<file path="src/rtl/core/hte_pkg.sv">
`default_nettype none

package hte_pkg;

	localparam int MAX_CODE_LEN_DEF  = 24;
	localparam int ALPHABET_SIZE_DEF = 256;

	localparam int SYMBOL_W     = 8;
	localparam int CODE_FIELD_W = 24;
	localparam int LEN_W        = 5;
	localparam int PEND_W       = 7;
	localparam int ACC_W        = 32;
	localparam int BYTE_W       = 8;
	localparam int PAD_W        = 3;
	localparam int MAX_RESULTS  = 3;
	localparam int QUEUE_DEPTH  = 4;

	typedef enum logic [1:0] {
		OP_LOAD   = 2'd0,
		OP_ENCODE = 2'd1,
		OP_FLUSH  = 2'd2
	} op_t;

	typedef struct packed {
		logic [BYTE_W-1:0] byte_value;
		logic [PAD_W-1:0]  pad_bits;
		logic              no_code;
		logic              last;
	} res_t;

	typedef struct packed {
		logic                      valid;
		logic [1:0]                count;
		res_t [MAX_RESULTS-1:0]    res;
	} push_t;

endpackage

`default_nettype wire

</file>
<file path="src/rtl/core/hte_out_queue.sv">
`default_nettype none

module hte_out_queue (
	input  wire logic            clk,
	input  wire logic            arst_n,
	input  wire hte_pkg::push_t  push,
	output logic                 space_ok,
	output logic                 out_valid,
	input  wire logic            out_ready,
	output hte_pkg::res_t        out_res
);

	localparam int DEPTH = hte_pkg::QUEUE_DEPTH;
	localparam int PW    = $clog2(DEPTH);

	hte_pkg::res_t  buf_q [DEPTH];
	logic [PW-1:0]  wr_ptr_q;
	logic [PW-1:0]  rd_ptr_q;
	logic [PW:0]    cnt_q;
	logic           do_push;
	logic           pop;

	assign space_ok  = (cnt_q + (PW+1)'(push.count)) <= (PW+1)'(DEPTH);
	assign do_push   = push.valid && space_ok;
	assign out_valid = cnt_q != '0;
	assign pop       = out_valid && out_ready;
	assign out_res   = buf_q[rd_ptr_q];

	always_ff @(posedge clk) begin
		if (do_push) begin
			for (int k = 0; k < hte_pkg::MAX_RESULTS; k++) begin
				if (2'(k) < push.count) begin
					buf_q[wr_ptr_q + PW'(k)] <= push.res[k];
				end
			end
		end
	end

	always_ff @(posedge clk or negedge arst_n) begin
		if (!arst_n) begin
			wr_ptr_q <= '0;
			rd_ptr_q <= '0;
			cnt_q    <= '0;
		end else begin
			if (do_push) begin
				wr_ptr_q <= wr_ptr_q + PW'(push.count);
			end
			if (pop) begin
				rd_ptr_q <= rd_ptr_q + 1'b1;
			end
			cnt_q <= cnt_q + (do_push ? (PW+1)'(push.count) : '0) - (PW+1)'(pop);
		end
	end

endmodule

`default_nettype wire

</file>
<file path="config.mk">
export PLATFORM = sky130hd
export DESIGN_NAME = hte_out_queue
export DESIGN_NICKNAME = d
export VERILOG_FILES = /design/src/rtl/core/hte_pkg.sv /design/src/rtl/core/hte_out_queue.sv
export SDC_FILE = /design/constraint.sdc
export NUM_CORES = 1
export LEC_CHECK = 0
export BUFFER_PORTS_ARGS = -buffer_cell sky130_fd_sc_hd__buf_2
export CAP_MARGIN = 0
export CORE_MARGIN = 2
export CORE_UTILIZATION = 57
export CTS_CLUSTER_DIAMETER = 50
export DETAILED_ROUTE_END_ITERATION = 10
export PLACE_DENSITY = 0.81
export SYNTH_ARGS = -nofsm -noshare
export SYNTH_HDL_FRONTEND = slang
export SYNTH_SLANG_ARGS = --single-unit
</file>
<file path="constraint.sdc">
create_clock -name clk -period 4.59 [get_ports clk]
set_input_delay 0.918 -clock clk [delete_from_list [all_inputs] [get_ports clk]]
set_output_delay 0.918 -clock clk [all_outputs]
set_load 0.01 [all_outputs]
</file>
==> impl_metrics.tcl <==
set metrics [dict create \
    vias 2628 \
    reg2regPathDepth 13 \
    dp_hpwl_um 5520 \
    yosys.area.top_type "edfxtp_1" \
    max_freq_mhz 278 \
    r2r-start "cnt_q[0]$_DFF_PN0_" \
    synth_top_area_share 0.432 \
    fin_crit_ns 3.59 \
    post-layout-total-power_mw 2.32 \
    drt-initial-drc-count 202 \
    antenna_cells 0 \
    synthCells 302 \
    drt-vias-per-instance 5.91 \
    worst_skew_pair.late_latency_ns 0.33 \
    power.leakage_nw 1.91 \
    ys_seq_area_frac 0.480 \
    yosys_warnings 0 \
    synth_async_sr_flop_share 0.119 \
    cts_sinks 59 \
    timing.max_cap.violations 0 \
    hold_buffers 0 \
    cp.arrival_ns 2.67 \
    fin_skew_ns 0.0117 \
    grt_max_degree 27 \
    fin_crit_sh 0.782 \
    pre_cts_ws_ns 0.675 \
    syn_area_per_cell_um2 12.0 \
    drive_gt1_frac 0.304 \
    worstPathRequired_ns 3.67 \
    placed_cells 429 \
    rsz0062_at_grt "false" \
    cts_tree "built" \
    setup_slack_ns 0.999 \
    rrSetupSlack_ns 1.48 \
    die_w_um 83.6 \
    synth_seq_cells 59 \
    cts_buffers 9 \
    tightest_slew_ns 0.999 \
    port_buffers 59 \
    overflow 0 \
    nFillCells 470 \
    reg2reg_to "cnt_q[2]$_DFF_PN0_" \
    synth_cell_types 32 \
    irDropWorstVdd_uv 402 \
    dieHeight_um 83.6 \
    clkTransAtPathRegs_ns 0.07 \
    final-max-slew-violation-count 0 \
    synth_most_common_cell "nor2_1" \
    power_density_mw_per_mm2 557 \
    synthTopCellsByArea "edfxtp_1 43%, mux2i_1 14%, mux4_2 8.1%" \
    drtAntennaViolNets 0 \
    dieArea_mm2 0.00699 \
    finalSetupViolCount 0 \
    finalHoldViolCount 0 \
    synth_fp_nets 354 \
    synthFlopType "edfxtp_1" \
    synth-edff-count 52 \
    core-area_mm2 0.00624 \
    utilization 0.668 \
    firstDrtPassIters 4 \
    crit_fanout 12 \
    pin_count 60 \
    yosys-top-cells-count "55 x nor2_1, 54 x a21oi_1, 52 x edfxtp_1, 52 x mux2i_1, 13 x mux4_2" \
    gp_congestion 0.830 \
    grt_pass1_wl_um 13500 \
    grt_use_total 0.253 \
    multi_input_area_mm2 0.00175 \
    status "finished, final reports clean" \
    htreeDepth 3 \
    relSlewSlack 0.334 \
    antenna_found_initial 0 \
    cts-resized-gates 0 \
    cp-start-kind "input port" \
    seqCellArea_mm2 0.00174 \
    post_cts_buffers 0 \
    first_global_vias 2722 \
    root_buffer "clkbuf_8" \
    critPathCaptureType "output pin" \
    hold_path_class "in -> async" \
    start_util 0.579 \
    wl_per_cell_um 18.8 \
    syn_area_mm2 0.00361 \
    clk_path_buf_depth 2 \
    fin_nets 415 \
    drc 0 \
    drt-total-wl_um 8360 \
    crit_type "in -> out" \
    area_delta_synth_final_pct 15.3 \
    core.rowCount 29 \
    stdcell_count 445 \
]
==> kinds of logic (layout without fill, tap and decap cells) <==
family | after synthesis | after routing | share of synthesized area
and+or+nand+nor | 69 | 69 | 0.0834
muxes | 66 | 66 | 0.228
AOI/OAI and AO/OA | 65 | 65 | 0.112
DFF | 59 | 59 | 0.480
buffers and inverters | 27 | 93 | 0.0402
adders and majority gates | 9 | 9 | 0.0339
xor gates and xnor gates | 7 | 7 | 0.0222
==> layout by cell type (no fill, tap or decap), types with 2 or more instances in the layout <==
cell	netlist	final
mux2i_1	52	52
xor2_1	2	2
buf_2	10	59
clkbuf_8	0	9
maj3_1	2	2
a21oi_1	54	54
edfxtp_1	52	52
nand3_1	2	2
ha_1	5	5
o21ai_2	2	2
o21ai_4	3	3
xnor2_1	4	4
clkinv_1	0	2
o211ai_2	4	4
nor3_1	2	2
and4b_1	2	2
dfrtp_1	7	7
buf_4	0	11
nor2_1	55	55
inv_1	7	7
clkinv_2	0	2
nand2_1	2	2
fa_1	2	2
mux4_2	13	13
a2111oi_2	0	2
==> flip-flops by register name, summed over array words and instances, names as in the netlist <==
| signal | count |
|---|---|
| buf_q | 52 |
| cnt_q | 3 |
| rd_ptr_q | 2 |
| wr_ptr_q | 2 |
==> critical path, cell delays in order <==
cell and delay (ns):
buf_2 0.24, ha_1 0.20, inv_1 0.06, fa_1 0.43, nor2b_1 0.15, buf_4 0.19, or2_2 0.33, buf_2 0.15
==> worst max path at each step <==
stage | cells past startpoint | from | slack [ns] | endpoint
finish | 8 | push[39] | 1.0 | space_ok
global route | 14 | push[39] | 0.83 | cnt_q[2]$_DFF_PN0_
CTS | 8 | push[39] | 1.01 | space_ok
detailed placement | 14 | push[39] | 0.67 | cnt_q[2]$_DFF_PN0_
global placement | 14 | push[39] | 0.80 | cnt_q[2]$_DFF_PN0_
floorplan | 7 | push[40] | -0.40 | buf_q[0][0]$_DFFE_PP_
==> area by class of cell <==
class	count	area share
Multi-Input combinational cell	216	0.419
Sequential cell	59	0.417
Timing Repair Buffer	70	0.0907
Clock buffer	10	0.0306
Tap cell	77	0.0231
Clock inverter	6	0.0135
Inverter	7	0.00631
==> where the power goes <==
group | internal [mW] | switching, mW | leakage [nW]
clock | 0.246 | 0.205 | 0.0951
sequential | 0.777 | 0.139 | 0.559
combinational | 0.445 | 0.509 | 1.26
total | 1.47 | 0.853 | 1.91
==> per-layer routing <==
layer	share of wire	vias up	wire (um)	track usage
met3	0.086	23	722	0.0425
met4	0.028	0	235	0.138
met1	0.38	1222	3160	0.323
met2	0.51	127	4240	0.414
li1	-	1256	-	-
met5	0	-	0	0
==> stage by stage <==
step                instance area (um^2)  hold slack (ns)  TNS (ns)
floorplan                           3610            0.496    -10.41
global placement                    3980            0.543         0
detailed placement                  3980            0.539         0
CTS                                 4170            0.397         0
global route                        4170            0.402         0
finish                              4170            0.400         0
No activity file was read; power rests on OpenSTA's default activity.
