### src/rtl/core/hte_pkg.sv
`default_nettype none

package hte_pkg;

	localparam int MAX_CODE_LEN_DEF  = 24;
	localparam int ALPHABET_SIZE_DEF = 256;

	localparam int SYMBOL_W     = 8;
	localparam int CODE_FIELD_W = 24;
	localparam int LEN_W        = 5;
	localparam int PEND_W       = 7;
	localparam int ACC_W        = 32;
	localparam int BYTE_W       = 8;
	localparam int PAD_W        = 3;
	localparam int MAX_RESULTS  = 3;
	localparam int QUEUE_DEPTH  = 4;

	typedef enum logic [1:0] {
		OP_LOAD   = 2'd0,
		OP_ENCODE = 2'd1,
		OP_FLUSH  = 2'd2
	} op_t;

	typedef struct packed {
		logic [BYTE_W-1:0] byte_value;
		logic [PAD_W-1:0]  pad_bits;
		logic              no_code;
		logic              last;
	} res_t;

	typedef struct packed {
		logic                      valid;
		logic [1:0]                count;
		res_t [MAX_RESULTS-1:0]    res;
	} push_t;

endpackage

`default_nettype wire

### src/rtl/core/hte_bit_packer.sv
`default_nettype none

module hte_bit_packer #(
	parameter int CODE_W = hte_pkg::CODE_FIELD_W
) (
	input  wire logic                      clk,
	input  wire logic                      arst_n,
	input  wire logic                      in_accept,
	input  wire logic [1:0]                in_op,
	input  wire logic                      in_alpha,
	input  wire logic [hte_pkg::LEN_W-1:0] rd_len,
	input  wire logic [CODE_W-1:0]         rd_code,
	input  wire logic                      space_ok,
	output logic                           ready,
	output hte_pkg::push_t                 push
);

	localparam int ACC_W  = hte_pkg::ACC_W;
	localparam int PEND_W = hte_pkg::PEND_W;

	logic                        vld_s1;
	hte_pkg::op_t                op_s1;
	logic                        alpha_s1;
	logic [PEND_W-1:0]           pend_q;
	logic [2:0]                  cnt_q;

	logic                        fire;
	logic [hte_pkg::LEN_W-1:0]   total;
	logic [1:0]                  n_enc;
	logic [ACC_W-1:0]            comb;
	logic [ACC_W-1:0]            shifted;
	logic [PEND_W-1:0]           pend_d;
	logic [2:0]                  cnt_d;

	assign fire  = vld_s1 && space_ok;
	assign ready = !vld_s1 || fire;

	// accumulator is left-aligned: earliest bit at the top
	always_comb begin
		total   = hte_pkg::LEN_W'({2'b00, cnt_q}) + rd_len;
		n_enc   = total[4:3];
		comb    = {pend_q, {(ACC_W-PEND_W){1'b0}}}
			| ({rd_code, {(ACC_W-CODE_W){1'b0}}} >> cnt_q);
		shifted = comb << {n_enc, 3'b000};
	end

	always_comb begin
		push        = '0;
		push.valid  = vld_s1;
		pend_d      = pend_q;
		cnt_d       = cnt_q;
		unique case (op_s1)
			hte_pkg::OP_ENCODE: begin
				if (!alpha_s1 || rd_len == '0) begin
					push.count          = 2'd1;
					push.res[0].no_code = 1'b1;
					push.res[0].last    = 1'b1;
				end else begin
					push.count = n_enc;
					for (int k = 0; k < hte_pkg::MAX_RESULTS; k++) begin
						push.res[k].byte_value = comb[ACC_W-1-8*k -: 8];
						push.res[k].last       = (2'(k) == n_enc - 2'd1);
					end
					pend_d = shifted[ACC_W-1 -: PEND_W];
					cnt_d  = total[2:0];
				end
			end
			hte_pkg::OP_FLUSH: begin
				if (cnt_q != '0) begin
					push.count             = 2'd1;
					push.res[0].byte_value = {pend_q, 1'b0};
					push.res[0].pad_bits   = 3'(4'd8 - {1'b0, cnt_q});
					push.res[0].last       = 1'b1;
					pend_d                 = '0;
					cnt_d                  = '0;
				end
			end
			default: begin
			end
		endcase
	end

	always_ff @(posedge clk) begin
		if (in_accept) begin
			op_s1    <= hte_pkg::op_t'(in_op);
			alpha_s1 <= in_alpha;
		end
	end

	always_ff @(posedge clk or negedge arst_n) begin
		if (!arst_n) begin
			vld_s1 <= 1'b0;
			pend_q <= '0;
			cnt_q  <= '0;
		end else begin
			if (in_accept) begin
				vld_s1 <= 1'b1;
			end else if (fire) begin
				vld_s1 <= 1'b0;
			end
			if (fire) begin
				pend_q <= pend_d;
				cnt_q  <= cnt_d;
			end
		end
	end

endmodule

`default_nettype wire

### config.mk
export PLATFORM = sky130hd
export DESIGN_NAME = hte_bit_packer
export DESIGN_NICKNAME = d
export VERILOG_FILES = /design/src/rtl/core/hte_pkg.sv /design/src/rtl/core/hte_bit_packer.sv
export SDC_FILE = /design/constraint.sdc
export NUM_CORES = 1
export LEC_CHECK = 0
export BUFFER_PORTS_ARGS = -buffer_cell sky130_fd_sc_hd__buf_2
export CAP_MARGIN = 20
export CELL_PAD_IN_SITES_DETAIL_PLACEMENT = 0
export CELL_PAD_IN_SITES_GLOBAL_PLACEMENT = 1
export CORE_ASPECT_RATIO = 1.1
export CORE_MARGIN = 2
export CORE_UTILIZATION = 35
export CTS_CLUSTER_DIAMETER = 120
export DETAILED_ROUTE_END_ITERATION = 8
export HOLD_SLACK_MARGIN = 0.15
export PLACE_DENSITY = 0.76
export SLEW_MARGIN = 15
export SYNTH_ARGS = -nofsm -noshare
export SYNTH_HDL_FRONTEND = slang
export SYNTH_SLANG_ARGS = --single-unit
### constraint.sdc
create_clock -name clk -period 3.5 [get_ports clk]
set_input_delay 0.35 -clock clk [delete_from_list [all_inputs] [get_ports clk]]
set_output_delay 0.35 -clock clk [all_outputs]
set_load 0.02 [all_outputs]
==> flow_metrics.py, run 1 <==
metrics = {
    "sta": {
        "finalCritPeriodShare_pct": 79.6,
        "hold_viol_final": 0,
        "drv_slew": 0,
        "worst_clock_skew_ns": 0.00381,
        "max-slew-margin-rel_pct": 56.3,
        "rsz0062_at_grt": "no",
        "finalSetupViolations": 0,
        "tns_ns": 0,
        "tightestPinTransition_ns": 0.652,
        "max_freq_mhz": 359,
        "period_needed_ns": 2.79,
    },
    "layout": {
        "drive_gt1_share_pct": 31.9,
        "area_growth_syn_to_layout_pct": 17.6,
        "nNetsFinal": 387,
        "antenna_cells": 0,
        "num-fill-cells": 692,
        "utilization_pct": 42.2,
    },
    "floorplan": {
        "die_h_um": 90.0,
        "io_pins": 79,
        "row_count": 31,
        "start_util_pct": 35.9,
        "coreArea_um2": 6560,
        "die-area_um2": 7390,
        "die_w_um": 82.1,
    },
    "clock_network": {
        "cts.sinks": 14,
        "post-cts-setup-buffers": 0,
        "cts-root-buf": "clkbuf_8",
        "htreeDepth": 1,
        "cts_buffer_depth": 2,
        "cts_tree": "done",
        "clk_pin_slew_ns": 0.06,
        "clock_latency_ns": 0.25,
        "cts_buffers": 3,
    },
    "global_route": {
        "grt_max_degree": 38,
        "gr-total-overflow": 0,
        "grt_pass1_vias": 2278,
        "grt_pass1_wl_mm": 11.9,
        "track_usage_pct": 20.2,
        "antenna_found_initial": 0,
    },
    "synth": {
        "synth_ff_type": "dfrtp_1",
        "yosysWarnings": 0,
        "synth_cell_types": 57,
        "synthArstFlopShare_pct": 78.6,
        "synth-seq-cells": 14,
        "syn-mean-instance-area_um2": 8.40,
        "synth_edf_count": 3,
        "netlist_area_um2": 2350,
        "ys_seq_area_share_pct": 15.5,
        "synth_cells": 280,
    },
    "route": {
        "drtAntennaViolNets": 0,
        "wl_met3_um": 322,
        "wl_met1_mm": 3.44,
        "drt_iter0_markers": 179,
        "num_vias": 2351,
        "top_layer": "met4",
        "avgViaCountPerCell": 5.54,
        "drtPass1Iterations": 4,
        "dr_wl_met2_mm": 3.43,
        "post_drt_wl_per_cell_um": 17.1,
        "wl_mm": 7.24,
        "drc_errors": 0,
    },
    "worst_setup_path": {
        "worstReg2RegStart": "cnt_q[1]",
        "cp_top_family": "buffers and inverters",
        "cp_common_cell": "buf_4",
        "path_cells": "inv_1, buf_4, fa_1, nor2b_1, o21ai_2, xor2_1, buf_4, nor3_1, buf_2",
        "worstPathArrival_ns": 2.44,
        "max_stage_delay_ns": 0.43,
        "critPathLaunchType": "flip-flop",
        "worst-r2r-setup-slack_ns": 0.97,
        "path_buf_inv": 4,
        "r2r-end": "pend_q[0]",
        "reg2reg_depth": 10,
        "crit_slowest_cell": "fa_1",
        "critical_path.max_fanout": 24,
        "crit_path_end_kind": "output port",
        "crit_required_ns": 3.15,
        "critical_path_class": "flip-flop to output port",
    },
    "min_path": {
        "hold_path_end": "alpha_s1",
        "hold_path.class": "primary input to flip-flop",
        "min_from": "in_alpha",
        "min_path_cells": 1,
    },
    "power_and_ir_drop": {
        "p_int_w": 0.000942,
        "peakVddDrop_mv": 0.236,
        "combPwrFrac_pct": 79.9,
        "p_leak_nw": 1.27,
        "p_per_area_nw_per_um2": 721,
        "p_seq_share_pct": 12.9,
        "power.switching_w": 0.00105,
        "clock_power_share_pct": 7.2,
        "swShare_pct": 52.7,
    },
    "place": {
        "dp_hpwl_mm": 5.71,
        "place_congestion": 0.862,
        "portBuffers": 70,
    },
    "outcome": {
        "status": "complete, no violations",
    },
    "job": {
        "maxCapViolations": 0,
    },
}
==> cell families (layout without fill, tap and decap cells) <==
logic type,count (synthesis),count (layout),synth area share [%]
DFF,14,14,15.5
other,1,8,0.160
muxes,52,52,30.5
AOI/OAI and AO/OA,66,66,19.4
xor gates and xnor gates,4,4,1.81
and+or+nand+nor,97,97,18.5
adders and majority gates,8,8,4.58
buffers and inverters,38,93,9.47
==> Yosys cell counts, types with 7 or more instances <==
cell	n	area, um^2
a21oi_1	13	65.1
buf_2	7	35.0
buf_4	11	82.6
dfrtp_1	11	275
ha_1	7	87.6
inv_1	9	33.8
mux2_2	8	90.1
mux2i_1	29	290
mux4_2	11	248
nand2_1	33	124
nor2_1	36	135
o21ai_0	14	70.1
==> per-layer routing <==
| metal | GRT usage [%] | vias to the layer above |
|---|---|---|
| met5 | 0 | - |
| met4 | 4.72 | 0 |
| met3 | 1.00 | 4 |
| met2 | 30.7 | 70 |
| met1 | 31.3 | 1128 |
| li1 | - | 1149 |
==> worst reg2reg max path: stages (launching register included) <==
cell and delay, ns:
dfrtp_1 0.37, inv_1 0.05, buf_4 0.22, fa_1 0.44
nor2b_1 0.21, o21ai_2 0.10, xnor2_1 0.17, buf_4 0.23
mux2i_1 0.32, o211ai_1 0.13, a22oi_1 0.21
==> what timing repair did <==
item / CTS / global route
hold buffers: 1 / 0
endpoints found under the hold margin: 11 / 0
setup endpoints to repair: 0 / 0
resized for setup: 0 / 0
==> power by group through the flow <==
stage | sequential [W] | clock (W) | combinational [W]
floorplan | 0.000253 | 0 | 0.00124
global placement | 0.000259 | 0 | 0.00157
detailed placement | 0.000261 | 0 | 0.00157
CTS | 0.000257 | 0.000146 | 0.00158
global route | 0.000265 | 0.000153 | 0.00175
finish | 0.000258 | 0.000143 | 0.00159
==> layout by cell type (no fill, tap or decap), types with 2 or more instances in the layout <==
cell,netlist,final
a211oi_1,2,2
a21oi_1,13,13
a22oi_1,6,6
a31oi_1,5,5
a32o_1,2,2
a32oi_1,2,2
and2_1,3,3
buf_2,7,70
buf_4,11,9
clkbuf_8,0,3
conb_1,1,8
dfrtp_1,11,11
edfxtp_1,3,3
ha_1,7,7
inv_1,9,9
mux2_2,8,8
mux2i_1,29,29
mux4_1,3,3
mux4_2,11,11
nand2_1,33,33
nand2b_1,4,4
nand3_1,3,3
nor2_1,36,36
nor2b_1,4,4
nor3_1,6,6
o211ai_1,5,5
o21ai_0,14,14
o21bai_1,2,2
o31a_1,2,2
xnor2_1,2,2
==> worst max-delay path by stage <==
stage	start	endpoint	slack (ns)	cells past startpoint
3_3_place_gp	rd_len[3]	push[6]	0.89	8
3_5_place_dp	rd_len[3]	push[6]	0.85	8
2_1_floorplan	cnt_q[1]	push[13]	0.64	9
6_report	cnt_q[1]	push[13]	0.71	9
5_1_grt	cnt_q[1]	push[13]	0.54	9
4_1_cts	cnt_q[1]	push[40]	0.69	9
==> registers in the layout, indices dropped and copies added (netlist names) <==
signal,count
pend_q,7
cnt_q,3
vld_s1,1
op_s1,2
alpha_s1,1
==> area by class of cell <==
class	count	area [um^2]	share of cell area, %
inverters	9	33.8	1.22
repair buffers	80	428	15.5
clock buffers	4	45.0	1.63
well taps	82	103	3.71
flip-flops and latches	14	365	13.2
multi-input cells	235	1790	64.7
==> stage by stage <==
step | hold slack (ns) | worst slack (ns) | power [W] | instances | cell area [um^2]
after floorplan | 0.0544 | 0.642 | 0.00150 | 287 | 2380
after global placement | 0.255 | 0.889 | 0.00183 | 419 | 2710
after detailed placement | 0.257 | 0.849 | 0.00184 | 419 | 2710
after CTS | 0.269 | 0.690 | 0.00199 | 424 | 2760
after global routing | 0.266 | 0.538 | 0.00217 | 424 | 2760
final | 0.276 | 0.713 | 0.00199 | 424 | 2760
Note: power is estimated with default switching activity, not from simulation.
==> run 2, diff against run 1 <==
--- a/config.mk
+++ b/config.mk
@@ -5,17 +5,18 @@
 export SDC_FILE = /design/constraint.sdc
 export NUM_CORES = 1
 export LEC_CHECK = 0
+export ABC_AREA = 1
 export BUFFER_PORTS_ARGS = -buffer_cell sky130_fd_sc_hd__buf_2
 export CAP_MARGIN = 20
 export CELL_PAD_IN_SITES_DETAIL_PLACEMENT = 0
 export CELL_PAD_IN_SITES_GLOBAL_PLACEMENT = 1
 export CORE_ASPECT_RATIO = 1.1
 export CORE_MARGIN = 2
-export CORE_UTILIZATION = 35
+export CORE_UTILIZATION = 33
 export CTS_CLUSTER_DIAMETER = 120
 export DETAILED_ROUTE_END_ITERATION = 8
 export HOLD_SLACK_MARGIN = 0.15
-export PLACE_DENSITY = 0.76
+export PLACE_DENSITY = 0.8
 export SLEW_MARGIN = 15
 export SYNTH_ARGS = -nofsm -noshare
 export SYNTH_HDL_FRONTEND = slang
==> constraint.sdc (replaced) <==
create_clock -name clk -period 2.7 [get_ports clk]
set_input_delay 0.27 -clock clk [delete_from_list [all_inputs] [get_ports clk]]
set_output_delay 0.27 -clock clk [all_outputs]
set_load 0.02 [all_outputs]
==> run 2 against run 1 <==
Compared with the run above: sequential cell count unchanged; clock power increased by 48%; clock-buffer cell count is the same; sequential share of layout area increased by 0.44 points; first-iteration DRC count fell by 7.3%; critical path depth rose by 1; core utilization fell by 1.6 points; area after synthesis decreased by 4.6%; largest power group unchanged.
==> flow_metrics.py, run 2 <==
metrics = {
    "outcome": {
        "status": "complete, no violations",
    },
    "layout": {
        "drive_gt1_share_pct": 20.4,
        "nNetsFinal": 510,
        "area_growth_syn_to_layout_pct": 19.3,
        "regMostFlops": "pend_q",
        "largest_register_ffs": 7,
        "stdcell_area_um2": 2680,
        "top_regs": "pend_q: 7 flops, cnt_q: 3 flops, op_s1: 2 flops",
        "num-fill-cells": 780,
        "final_cell_mix": "145 x nand2_1, 118 x nand3_1, 70 x buf_2",
        "antenna_cells": 0,
        "final_common_cell": "nand2_1",
        "fin_cells": 547,
    },
    "min_path": {
        "hold_path_end": "op_s1[0]",
        "min_path_cells": 1,
        "min_from": "in_op[0]",
        "hold_path.class": "primary input to flip-flop",
    },
    "synth": {
        "yosysWarnings": 0,
        "synthTopCellsByCount": "146 x nand2_1, 118 x nand3_1, 24 x inv_1",
        "ys_seq_area_share_pct": 16.3,
        "syn-mean-instance-area_um2": 5.55,
        "synth_top_area_cell": "nand3_1",
        "synth_ff_type": "dfrtp_1",
        "ys_top_cells_by_area": "nand3_1 26%, nand2_1 24%, dfrtp_1 12%",
        "netlist_area_um2": 2240,
        "synth_top_area_share_pct": 26.3,
        "synth-seq-cells": 14,
        "synth_edf_count": 3,
        "synth_cell_types": 30,
        "synth_most_common_cell": "nand2_1",
        "synth_cells": 404,
        "synthArstFlopShare_pct": 78.6,
    },
    "clock_network": {
        "cts.sinks": 14,
        "cts_buffers": 3,
        "clk_pin_slew_ns": 0.07,
        "clock_latency_ns": 0.25,
        "htreeDepth": 1,
        "cts_tree": "done",
        "post-cts-setup-buffers": 0,
        "cts_buffer_depth": 2,
        "cts-root-buf": "clkbuf_8",
    },
    "sta": {
        "finalSetupViolations": 0,
        "tns_ns": 0,
        "finalCritPeriodShare_pct": 87.6,
        "period_needed_ns": 2.37,
        "drv_slew": 0,
        "max_freq_mhz": 423,
        "worst_clock_skew_ns": 0.00363,
        "hold_viol_final": 0,
        "rsz0062_at_grt": "no",
    },
    "worst_setup_path": {
        "worst-r2r-setup-slack_ns": 0.51,
        "crit_required_ns": 2.43,
        "r2r-end": "pend_q[3]",
        "crit_path_end_kind": "output port",
        "critPathLaunchType": "flip-flop",
        "critical_path_class": "flip-flop to output port",
        "reg2reg_depth": 11,
        "critical_path.max_fanout": 27,
        "worstReg2RegStart": "cnt_q[0]",
        "worstPathArrival_ns": 2.10,
    },
    "floorplan": {
        "die-area_um2": 7470,
        "start_util_pct": 34.0,
        "io_pins": 79,
        "row_count": 31,
        "die_h_um": 90.5,
        "die_w_um": 82.6,
        "coreArea_um2": 6590,
    },
    "route": {
        "wl_mm": 7.08,
        "avgViaCountPerCell": 5.08,
        "drt_iter0_markers": 166,
        "drtPass1Iterations": 5,
        "drc_errors": 0,
        "num_vias": 2781,
        "drtAntennaViolNets": 0,
        "post_drt_wl_per_cell_um": 13.0,
    },
    "global_route": {
        "grt_pass1_vias": 2671,
        "grt_pass1_wl_mm": 11.7,
        "track_usage_pct": 19.5,
        "gr-total-overflow": 0,
        "antenna_found_initial": 0,
        "grt_max_degree": 28,
    },
    "power_and_ir_drop": {
        "swShare_pct": 59.1,
        "peakVddDrop_mv": 0.589,
        "p_leak_nw": 1.52,
        "clock_power_share_pct": 7.6,
        "p_int_w": 0.00113,
        "power.switching_w": 0.00164,
        "combPwrFrac_pct": 80.0,
        "p_seq_share_pct": 12.4,
        "p_per_area_nw_per_um2": 1040,
    },
    "place": {
        "place_congestion": 0.843,
        "portBuffers": 70,
        "dp_hpwl_mm": 5.51,
        "placed_cells": 542,
        "dpl_cell_area_um2": 2610,
    },
    "job": {
        "maxCapViolations": 0,
    },
}
==> run 2: worst max-delay path by stage <==
| stage | startpoint | to | slack [ns] | cells after the start |
|---|---|---|---|---|
| global placement | rd_len[0] | push[26] | 0.47 | 10 |
| finish | cnt_q[0] | push[32] | 0.33 | 10 |
| detailed placement | rd_len[0] | push[13] | 0.41 | 10 |
| CTS | cnt_q[1] | push[13] | 0.17 | 8 |
| global route | cnt_q[0] | push[13] | 0.07 | 9 |
| floorplan | cnt_q[1] | push[13] | 0.27 | 10 |
==> run 2: power by group through the flow <==
stage	registers [W]	clock network [W]	logic, W
floorplan	0.000329	0	0.00170
global placement	0.000342	0	0.00221
detailed placement	0.000345	0	0.00221
CTS	0.000342	0.000212	0.00223
global route	0.000350	0.000223	0.00252
finish	0.000344	0.000211	0.00222
==> run 2: metrics by stage <==
step	hold slack [ns]	util (%)	total power, W	setup WS [ns]
after global routing	0.193	40.6	0.00309	0.0685
after floorplan	-0.0256	-	0.00203	0.274
after global placement	0.165	39.5	0.00255	0.470
after detailed placement	0.169	39.5	0.00256	0.409
final	0.194	40.6	0.00277	0.334
after CTS	0.193	40.5	0.00278	0.167
==> run 2: layer usage <==
| metal | share of wire [%] | up-vias | GRT usage, % |
|---|---|---|---|
| met2 | 49 | 75 | 34.5 |
| met4 | 0.85 | 0 | 3.69 |
| li1 | - | 1448 | - |
| met1 | 45 | 1252 | 25.6 |
| met3 | 4.5 | 6 | 1.30 |
| met5 | 0 | - | 0 |
==> run 2: timing repair <==
| item | CTS | global route |
|---|---|---|
| hold buffers | 1 | 0 |
| gates resized for setup | 0 | 1 |
| setup endpoints to repair | 0 | 1 |
| hold endpoints to repair | 11 | 0 |
==> run 2: cells by family after synthesis <==
family	share of synthesized area, %
AOI/OAI and AO/OA	8.87
xor gates and xnor gates	0.391
adders and majority gates	4.80
buffers and inverters	13.1
DFF	16.3
other	0.167
and+or+nand+nor	56.4
==> run 2: worst max-delay path: stages (launching register included) <==
cell and delay (ns):
dfrtp_1 0.38, buf_4 0.22, inv_2 0.08, buf_4 0.29
nand2_1 0.11, nand3_1 0.08, nand2_1 0.08, o21ai_0 0.28
inv_1 0.07, nor2_1 0.08, buf_2 0.17
==> run 2: area by class of cell <==
class	instances	area [um^2]	share of cell area, %
multi-input cells	337	1610	60.3
well taps	82	103	3.84
flip-flops and latches	14	365	13.7
clock buffers	4	55.1	2.06
inverters	31	119	4.44
repair buffers	79	420	15.7
